--- src/hdl/u2a_pkg.sv ---
// ---------------------------------------------------------------------------
// u2a_pkg: shared types and constants for the UTF-16 to ASCII folder
// Item structs, code point constants, register map and the fold function.
// ---------------------------------------------------------------------------
package u2a_pkg;

  typedef struct packed {
    logic [15:0] code_unit;
    logic        last;
  } in_item_t;

  typedef struct packed {
    logic       write_en;
    logic [6:0] out_char;
    logic [7:0] write_pos;
    logic [7:0] text_len;
    logic       string_done;
  } out_item_t;

  typedef struct packed {
    logic       hit;
    logic [6:0] ch;
  } fold_t;

  // register map (register index = paddr[2])
  localparam logic REG_OUT_LIMIT = 1'b0;
  localparam logic [7:0] OUT_LIMIT_RESET = 8'd63;

  localparam logic [15:0] CODE_NUL    = 16'h0000;
  localparam logic [15:0] CODE_LF     = 16'h000A;
  localparam logic [15:0] CODE_CR     = 16'h000D;
  localparam logic [15:0] CODE_NBSP   = 16'h00A0;
  localparam logic [15:0] CODE_COPY   = 16'h00A9;
  localparam logic [15:0] CODE_REG    = 16'h00AE;
  localparam logic [15:0] CODE_TM     = 16'h2122;
  localparam logic [15:0] CODE_LSQUO  = 16'h2018;
  localparam logic [15:0] CODE_RSQUO  = 16'h2019;
  localparam logic [15:0] CODE_LDQUO  = 16'h201C;
  localparam logic [15:0] CODE_RDQUO  = 16'h201D;
  localparam logic [15:0] CODE_ENDASH = 16'h2013;
  localparam logic [15:0] CODE_EMDASH = 16'h2014;
  localparam logic [15:0] CODE_ASCII_END = 16'h0080;

  localparam logic [6:0] CH_SPACE = 7'h20;
  localparam logic [6:0] CH_QMARK = 7'h3F;

  function automatic logic in_rng(input logic [15:0] c, input logic [15:0] lo,
                                  input logic [15:0] hi);
    in_rng = (c >= lo) && (c <= hi);
  endfunction

  // Latin-1 letters to base letter, typographic quotes/dashes, no-break space.
  function automatic fold_t fold_code(input logic [15:0] c);
    fold_t f;
    f.hit = 1'b1;
    f.ch  = 7'h00;
    if (in_rng(c, 16'h00C0, 16'h00C5))                      f.ch = 7'("A");
    else if (c == 16'h00C7)                                  f.ch = 7'("C");
    else if (in_rng(c, 16'h00C8, 16'h00CB))                  f.ch = 7'("E");
    else if (in_rng(c, 16'h00CC, 16'h00CF))                  f.ch = 7'("I");
    else if (c == 16'h00D1)                                  f.ch = 7'("N");
    else if (in_rng(c, 16'h00D2, 16'h00D6) || c == 16'h00D8) f.ch = 7'("O");
    else if (in_rng(c, 16'h00D9, 16'h00DC))                  f.ch = 7'("U");
    else if (c == 16'h00DD)                                  f.ch = 7'("Y");
    else if (in_rng(c, 16'h00E0, 16'h00E5))                  f.ch = 7'("a");
    else if (c == 16'h00E7)                                  f.ch = 7'("c");
    else if (in_rng(c, 16'h00E8, 16'h00EB))                  f.ch = 7'("e");
    else if (in_rng(c, 16'h00EC, 16'h00EF))                  f.ch = 7'("i");
    else if (c == 16'h00F1)                                  f.ch = 7'("n");
    else if (in_rng(c, 16'h00F2, 16'h00F6) || c == 16'h00F8) f.ch = 7'("o");
    else if (in_rng(c, 16'h00F9, 16'h00FC))                  f.ch = 7'("u");
    else if (c == 16'h00FD || c == 16'h00FF)                 f.ch = 7'("y");
    else if (c == CODE_LSQUO || c == CODE_RSQUO)             f.ch = 7'("'");
    else if (c == CODE_LDQUO || c == CODE_RDQUO)             f.ch = 7'("\"");
    else if (c == CODE_ENDASH || c == CODE_EMDASH)           f.ch = 7'("-");
    else if (c == CODE_NBSP)                                 f.ch = CH_SPACE;
    else                                                     f.hit = 1'b0;
    return f;
  endfunction

endpackage

--- src/hdl/u2a_stream_if.sv ---
// ---------------------------------------------------------------------------
// u2a_stream_if: valid/ready channel
// Carries one payload item per transfer; type set per instance.
// ---------------------------------------------------------------------------
interface u2a_stream_if #(
  parameter type data_t = logic
);
  logic  valid;
  logic  ready;
  data_t data;

  modport source (output valid, output data, input ready);
  modport sink   (input valid, input data, output ready);
endinterface

--- src/hdl/utf16_to_ascii_folder.sv ---
// ---------------------------------------------------------------------------
// utf16_to_ascii_folder: UTF-16 code unit stream to folded ASCII text
// Converts one code unit per cycle, unless the receiver stalls, into buffer writes plus trimmed length.
// ---------------------------------------------------------------------------
// Usage:
//   in_if  (sink)  : one UTF-16 code unit per transfer, plus a last flag that
//                    marks the end of the string's field.
//   out_if (source): exactly one result per input transfer: an optional
//                    buffer write (write_en, out_char, write_pos), the text
//                    length with trailing spaces trimmed, and string_done.
//   APB port       : one register, out_limit at byte address 0 (reset 63).
//                    Write it only while the block is idle.
// Each input item is registered in the input register and its result in the
// result register; throughput is one item per cycle while the receiver does
// not stall, set by the update of the running string state (position,
// last-was-space, trimmed length, halted).
// Reset (synchronous, rst_n low) empties both pipeline registers, clears the
// string state and restores out_limit. When the receiver stalls, the result
// register holds, the input register fills, and then in_if.ready drops; no
// item is lost or repeated.
// ---------------------------------------------------------------------------
module utf16_to_ascii_folder (
  input  logic        clk,
  input  logic        rst_n,
  u2a_stream_if.sink   in_if,
  u2a_stream_if.source out_if,
  input  logic        psel,
  input  logic        penable,
  input  logic        pwrite,
  input  logic [2:0]  paddr,
  input  logic [31:0] pwdata,
  output logic [31:0] prdata,
  output logic        pready
);

  // ---- configuration register ----
  logic [7:0] out_limit_r;

  assign pready = 1'b1;
  // only one register: anything at index 1 reads as zero and is not written
  assign prdata = (paddr[2] == u2a_pkg::REG_OUT_LIMIT) ? {24'd0, out_limit_r} : 32'd0;

  always_ff @(posedge clk) begin
    if (!rst_n) begin
      out_limit_r <= u2a_pkg::OUT_LIMIT_RESET;
    end else if (psel && penable && pwrite && paddr[2] == u2a_pkg::REG_OUT_LIMIT) begin
      out_limit_r <= pwdata[7:0];
    end
  end

  // ---- pipeline control ----
  // Stage 1 is the input register, stage 2 the result register. The string
  // state updates when an item moves from stage 1 to stage 2, so the next
  // item already sees it with no bubble.
  logic               s1_valid_r;
  u2a_pkg::in_item_t  s1_item_r;
  logic               out_valid_r;
  u2a_pkg::out_item_t out_item_r;
  logic               advance;

  assign advance      = s1_valid_r && (!out_valid_r || out_if.ready);
  assign in_if.ready  = !s1_valid_r || advance;
  assign out_if.valid = out_valid_r;
  assign out_if.data  = out_item_r;

  // ---- running string state ----
  logic [7:0] next_pos_r,    next_pos_nxt;
  logic       prev_space_r,  prev_space_nxt;
  logic [7:0] trim_len_r,    trim_len_nxt;
  logic       halted_r,      halted_nxt;
  u2a_pkg::out_item_t result;

  // ---- per-item conversion ----
  logic [15:0]    code;
  logic           halt_now;
  logic           wr;
  logic [6:0]     ch;
  logic [7:0]     pos_inc;
  u2a_pkg::fold_t fold;

  assign code    = s1_item_r.code_unit;
  assign fold    = u2a_pkg::fold_code(code);
  assign pos_inc = next_pos_r + 8'd1;

  always_comb begin
    // a zero unit or a full buffer stops the string until its last unit
    halt_now = halted_r || code == u2a_pkg::CODE_NUL || next_pos_r >= out_limit_r;
    wr = 1'b0;
    ch = 7'd0;
    if (!halt_now) begin
      if (code == u2a_pkg::CODE_LF || code == u2a_pkg::CODE_CR) begin
        // line break collapses to one space, never leading
        wr = (next_pos_r != 8'd0) && !prev_space_r;
        ch = u2a_pkg::CH_SPACE;
      end else if (code < u2a_pkg::CODE_ASCII_END) begin
        wr = 1'b1;
        ch = code[6:0];
      end else if (fold.hit) begin
        wr = 1'b1;
        ch = fold.ch;
      end else if (code != u2a_pkg::CODE_TM && code != u2a_pkg::CODE_REG &&
                   code != u2a_pkg::CODE_COPY) begin
        wr = 1'b1;
        ch = u2a_pkg::CH_QMARK;
      end
    end

    next_pos_nxt   = next_pos_r;
    prev_space_nxt = prev_space_r;
    trim_len_nxt   = trim_len_r;
    halted_nxt     = halt_now;
    if (wr) begin
      next_pos_nxt   = pos_inc;
      prev_space_nxt = (ch == u2a_pkg::CH_SPACE);
      if (ch != u2a_pkg::CH_SPACE) begin
        trim_len_nxt = pos_inc;
      end
    end

    result.write_en    = wr;
    result.out_char    = wr ? ch : 7'd0;
    result.write_pos   = wr ? next_pos_r : 8'd0;
    result.text_len    = trim_len_nxt;
    result.string_done = s1_item_r.last;

    // last unit closes the string: state starts fresh for the next one
    if (s1_item_r.last) begin
      next_pos_nxt   = 8'd0;
      prev_space_nxt = 1'b0;
      trim_len_nxt   = 8'd0;
      halted_nxt     = 1'b0;
    end
  end

  // ---- registers ----
  always_ff @(posedge clk) begin
    if (!rst_n) begin
      s1_valid_r   <= 1'b0;
      out_valid_r  <= 1'b0;
      next_pos_r   <= 8'd0;
      prev_space_r <= 1'b0;
      trim_len_r   <= 8'd0;
      halted_r     <= 1'b0;
    end else begin
      if (in_if.ready) begin
        s1_valid_r <= in_if.valid;
      end
      if (advance) begin
        out_valid_r  <= 1'b1;
        next_pos_r   <= next_pos_nxt;
        prev_space_r <= prev_space_nxt;
        trim_len_r   <= trim_len_nxt;
        halted_r     <= halted_nxt;
      end else if (out_if.ready) begin
        out_valid_r <= 1'b0;
      end
    end
  end

  // payload registers
  always_ff @(posedge clk) begin
    if (in_if.valid && in_if.ready) begin
      s1_item_r <= in_if.data;
    end
    if (advance) begin
      out_item_r <= result;
    end
  end

endmodule
--- src/flat_wrapper.sv ---
// flat-port wrapper written by rule: the top's interface ports become plain ports
module utf16_to_ascii_folder_flat 
  (clk, rst_n, psel, penable, pwrite, paddr, pwdata, prdata, pready, in_if_valid, in_if_data, in_if_ready, out_if_valid, out_if_data, out_if_ready);
  u2a_stream_if in_if_i ();
  u2a_stream_if out_if_i ();
  input  logic clk;
  input  logic rst_n;
  input  logic psel;
  input  logic penable;
  input  logic pwrite;
  input  logic [2:0] paddr;
  input  logic [31:0] pwdata;
  output logic [31:0] prdata;
  output logic pready;
  input wire logic [$bits(in_if_i.valid)-1:0] in_if_valid;
  input wire logic [$bits(in_if_i.data)-1:0] in_if_data;
  output wire logic [$bits(in_if_i.ready)-1:0] in_if_ready;
  output wire logic [$bits(out_if_i.valid)-1:0] out_if_valid;
  output wire logic [$bits(out_if_i.data)-1:0] out_if_data;
  input wire logic [$bits(out_if_i.ready)-1:0] out_if_ready;
  assign in_if_i.valid = in_if_valid;
  assign in_if_i.data = in_if_data;
  assign in_if_ready = in_if_i.ready;
  assign out_if_valid = out_if_i.valid;
  assign out_if_data = out_if_i.data;
  assign out_if_i.ready = out_if_ready;
  utf16_to_ascii_folder u_core (.clk(clk), .rst_n(rst_n), .in_if(in_if_i), .out_if(out_if_i), .psel(psel), .penable(penable), .pwrite(pwrite), .paddr(paddr), .pwdata(pwdata), .prdata(prdata), .pready(pready));
endmodule
--- config.mk ---
export PLATFORM = sky130hd
export DESIGN_NAME = utf16_to_ascii_folder_flat
export DESIGN_NICKNAME = d
export VERILOG_FILES = /design/src/hdl/u2a_pkg.sv /design/src/hdl/u2a_stream_if.sv /design/src/hdl/utf16_to_ascii_folder.sv /design/src/flat_wrapper.sv
export SDC_FILE = /design/constraint.sdc
export NUM_CORES = 1
export LEC_CHECK = 0
export BUFFER_PORTS_ARGS = -buffer_cell sky130_fd_sc_hd__buf_4
export CAP_MARGIN = 20
export CORE_MARGIN = 3
export CORE_UTILIZATION = 35
export DETAILED_ROUTE_END_ITERATION = 16
export PLACE_DENSITY_LB_ADDON = 0.15
export SYNTH_ARGS = -nofsm -noshare
export SYNTH_HDL_FRONTEND = slang
export SYNTH_SLANG_ARGS = --single-unit
--- constraint.sdc ---
create_clock -name clk -period 2.6 [get_ports clk]
set_input_delay 0 -clock clk [delete_from_list [all_inputs] [get_ports clk]]
set_output_delay 0 -clock clk [all_outputs]
set_load 0.01 [all_outputs]
# Word-level counts from Yosys, hierarchy flattened
# Index checks and enable logic that the tools add are counted.
[totals]
register_bits = 12
input_bits = 43
output_inout_bits = 36
word_cells = 19
[op_classes]
n_mux = 3
bitwise_logic = 1
n_reduce_logical = 10
[ops]
columns = ["op", "count"]
rows = [
  ["$mux W8", 1],
  ["$logic_and A1 B1 Y1", 5],
  ["$logic_not A1 Y1", 2],
  ["$logic_or A1 B1 Y1", 2],
  ["$mux W1", 2],
  ["$reduce_bool A2 Y1", 1],
  ["$not A1 Y1", 1],
]

# Depth between registers and ports, before layout
[depth]
ltp_word = 5
ltp_mapped = 3
depth_no_buf = 2

# Worst setup path after synthesis
# Ideal clock, no wire load.
[synth_path]
path_kind = "reg-to-reg"
startpoint = "register u_core.out_valid_r (netlist: u_core.out_if.valid)"
endpoint = "register u_core.s1_item_r (netlist bit u_core.result[0]), enable pin"
arrival_time_ns = 0.618
path_slack_ns = 1.678
path_stages_with_launch = 3
synth_period_minus_slack_ns = 0.922
cell_sequence = "dfxtp_1 nor2b_1 a21oi_1"
[synth_between]
elab_chain_cells = 5
[synth_rtl]
columns = ["item", "line", "text"]
rows = [
  ["start: declaration", "utf16_to_ascii_folder.sv:57", "logic out_valid_r;"],
  ["start signal: assignment", "utf16_to_ascii_folder.sv:139", "out_valid_r <= 1'b0;"],
  ["start signal: assignment", "utf16_to_ascii_folder.sv:149", "out_valid_r <= 1'b1;"],
  ["start signal: assignment", "utf16_to_ascii_folder.sv:155", "out_valid_r <= 1'b0;"],
  ["$logic_not A1 Y1", "utf16_to_ascii_folder.sv:61", "assign advance = s1_valid_r && (!out_valid_r || out_if.ready);"],
  ["$logic_or A1 B1 Y1", "utf16_to_ascii_folder.sv:61", ""],
  ["$logic_and A1 B1 Y1", "utf16_to_ascii_folder.sv:61", ""],
  ["$logic_or A1 B1 Y1", "utf16_to_ascii_folder.sv:62", "assign in_if.ready = !s1_valid_r || advance;"],
  ["$logic_and A1 B1 Y1", "utf16_to_ascii_folder.sv:162", "if (in_if.valid && in_if.ready) begin"],
  ["end signal: assignment", "utf16_to_ascii_folder.sv:163", "s1_item_r <= in_if.data;"],
  ["end: declaration", "utf16_to_ascii_folder.sv:56", "u2a_pkg::in_item_t s1_item_r;"],
]
# No other way between the ends.
# A chain may end at the register's enable or synchronous reset.

# Worst setup path after layout
# Ends and elaborated chain as after synthesis.

==> flow_summary.ini <==
[status]
outcome = completed

[logic_synthesis]
syn_area_sq_um = 766
synth_area_leader_cell = dfxtp_1
synth_cells = 81
synth_common_cells = buf_4 (25), nor2b_1 (14), dfxtp_1 (10)
synth_top_cells_by_area = dfxtp_1 (26%), buf_4 (25%), nor2b_1 (11%)
ys_seq_area_share_pct = 34.0
post_synth.cell_area_avg_sq_um = 9.45
ys_ff_latch = 12
synth_edf_count = 2
synth_flop_cell = dfxtp_1
async_flop_share_pct = 0
synth_most_common_cell = buf_4
yosys_warnings = 0
ys_types = 16
synth_top_area_share_pct = 26.1

[worst_hold_path]
hp-class = input pin to flip-flop

[place]
dp_hpwl_um = 966
place_area_sq_um = 885
portBuffers = 27
gp_congestion = 0.617
dp.cells = 131

[worst_setup_path]
worstPathCellList = nor2b_1 -> a21oi_1
crit_path_max_fanout = 3
crit_required_ps = 2570
critPathCaptureType = flip-flop
cp.arrival_ps = 910
slowest_stage = dfxtp_1
critPathMaxStageDelay_ps = 320
startpoint_type = flip-flop
critical_path_class = flip-flop to flip-flop

[sta]
min_period_ps = 930
fin_skew_ps = 0.152
period_share_pct = 35.8
tns_ps = 0
whs_ps = 1.68
max_freq_mhz = 1080
setup_violations = 0
hold_violations = 0
slew_viol_final = 0
rsz0062_at_grt = false

[power]
peakVddDrop_v = 0.000212
p_leak_nw = 0.464
p_total_mw = 0.426
power.density_mw_per_mm2 = 430

[global_routing]
antenna_found_initial = 0
grt_pass1_wl_um = 1970
grt_max_degree = 19
track_usage_pct = 9.48
grt_pass1_vias = 491
gr-total-overflow = 0

[die]
die_w_um = 52.8
std_cell_rows = 16
ios = 79
start_util_pct = 37.9
dieArea_sq_mm = 0.00279
core_sq_mm = 0.00202
die_h_um = 52.8

[detailed_routing]
via_count = 560
first_pass_iters = 2
vias_per_cell = 3.94
wirelength_um = 1210
drcViolationCount = 0
first_iter_violations = 2
drtAntennaViolNets = 0
wl_per_cell_um = 8.54

[final_layout]
final_cells = 142
final_nets = 159
antenna_cells = 0
area.growth.synth_to_final_pct = 29.4
drive_gt1_share_pct = 33.9
design_area_sq_um = 991

[run]
drv_cap = 0

[clocking]
cts_buffers = 3
cts_hold_buf = 7
cts-root-buf = clkbuf_4
cts_resized = 0
clock-sinks = 12
cts_setup_buffers = 0
cts_tree = done
insertion_delay_ps = 260
h-tree-depth = 1
path_clk_slew_ps = 80
cts_buffer_depth = 2
[state kept, by name (all words and copies together), names as in the netlist]
signal	flops
u_core.out_limit_r	8
u_core.s1_valid_r	1
u_core.result	1
u_core.out_if.data	1
u_core.out_if.valid	1
[cells in the final DEF, fill, tap and decap left out]
cell and n:
inv_1 1, dlygate4sd3_1 7, edfxtp_1 2, dfxtp_1 10, o21a_1 1, nand2_1 4
nand3b_1 1, clkbuf_8 1, a21oi_1 1, nor2b_1 14, buf_4 27, clkbuf_4 3
and4b_1 1, mux2i_1 8, and2b_2 8, conb_1 25, a21boi_0 1
[stage by stage]
| step | util [%] | setup WS, ps |
|---|---|---|
| floorplan | - | 1680 |
| global placement | 43.8 | 1560 |
| detailed placement | 43.8 | 1550 |
| CTS | 49.0 | 1670 |
| global route | 49.0 | 1580 |
| finish | 49.0 | 1670 |
[layout make-up]
cell class | count | area, sq um
flip-flops and latches | 12 | 260
fillers | 204 | 1030
clock buffers | 4 | 36.3
inverters | 1 | 3.75
multi-input cells | 64 | 384
well taps | 27 | 33.8
repair buffers | 34 | 273
[power breakdown]
group	leakage, nW	switching [mW]	internal (mW)
Combinational	0.342	0.0391	0.0453
Sequential	0.101	0.00283	0.195
Clock	0.0210	0.0586	0.0849
Total	0.464	0.101	0.325
[layer usage]
metal	vias to the layer above	GRT usage, %	share of wire, %
li1	274	-	-
met1	254	10.1	35
met2	30	18.0	54
met3	2	1.71	9.5
met4	0	3.83	1.5
met5	-	0	0
[critical path: cells and delay by family (launching register included)]
kind             cells  cell delay [ps]
AND/OR/NAND/NOR      1              150
flip-flops           1              320
AO/OA/AOI/OAI        1              170
[cell families after synthesis]
family	synth area share, %
buf+inv	27.1
compound gates	2.61
other cells	0.981
flops	34.0
simple gates	24.8
mux	10.5
[final timing paths]
check                                                 startpoint  cells past startpoint                                 end  slack (ps)
worst max register to register  u_core.out_if.valid$_SDFFE_PN0P_                      2          u_core.result[0]$_DFFE_PP_        1670
worst min register to register        u_core.result[0]$_DFFE_PP_                      0        u_core.out_if.data$_DFFE_PP_         420
worst max-delay path            u_core.out_if.valid$_SDFFE_PN0P_                      2          u_core.result[0]$_DFFE_PP_        1670
worst min-delay path                                   pwdata[1]                      3  u_core.out_limit_r[1]$_SDFFE_PN1P_           2
No activity file was read; power rests on OpenSTA's default activity.
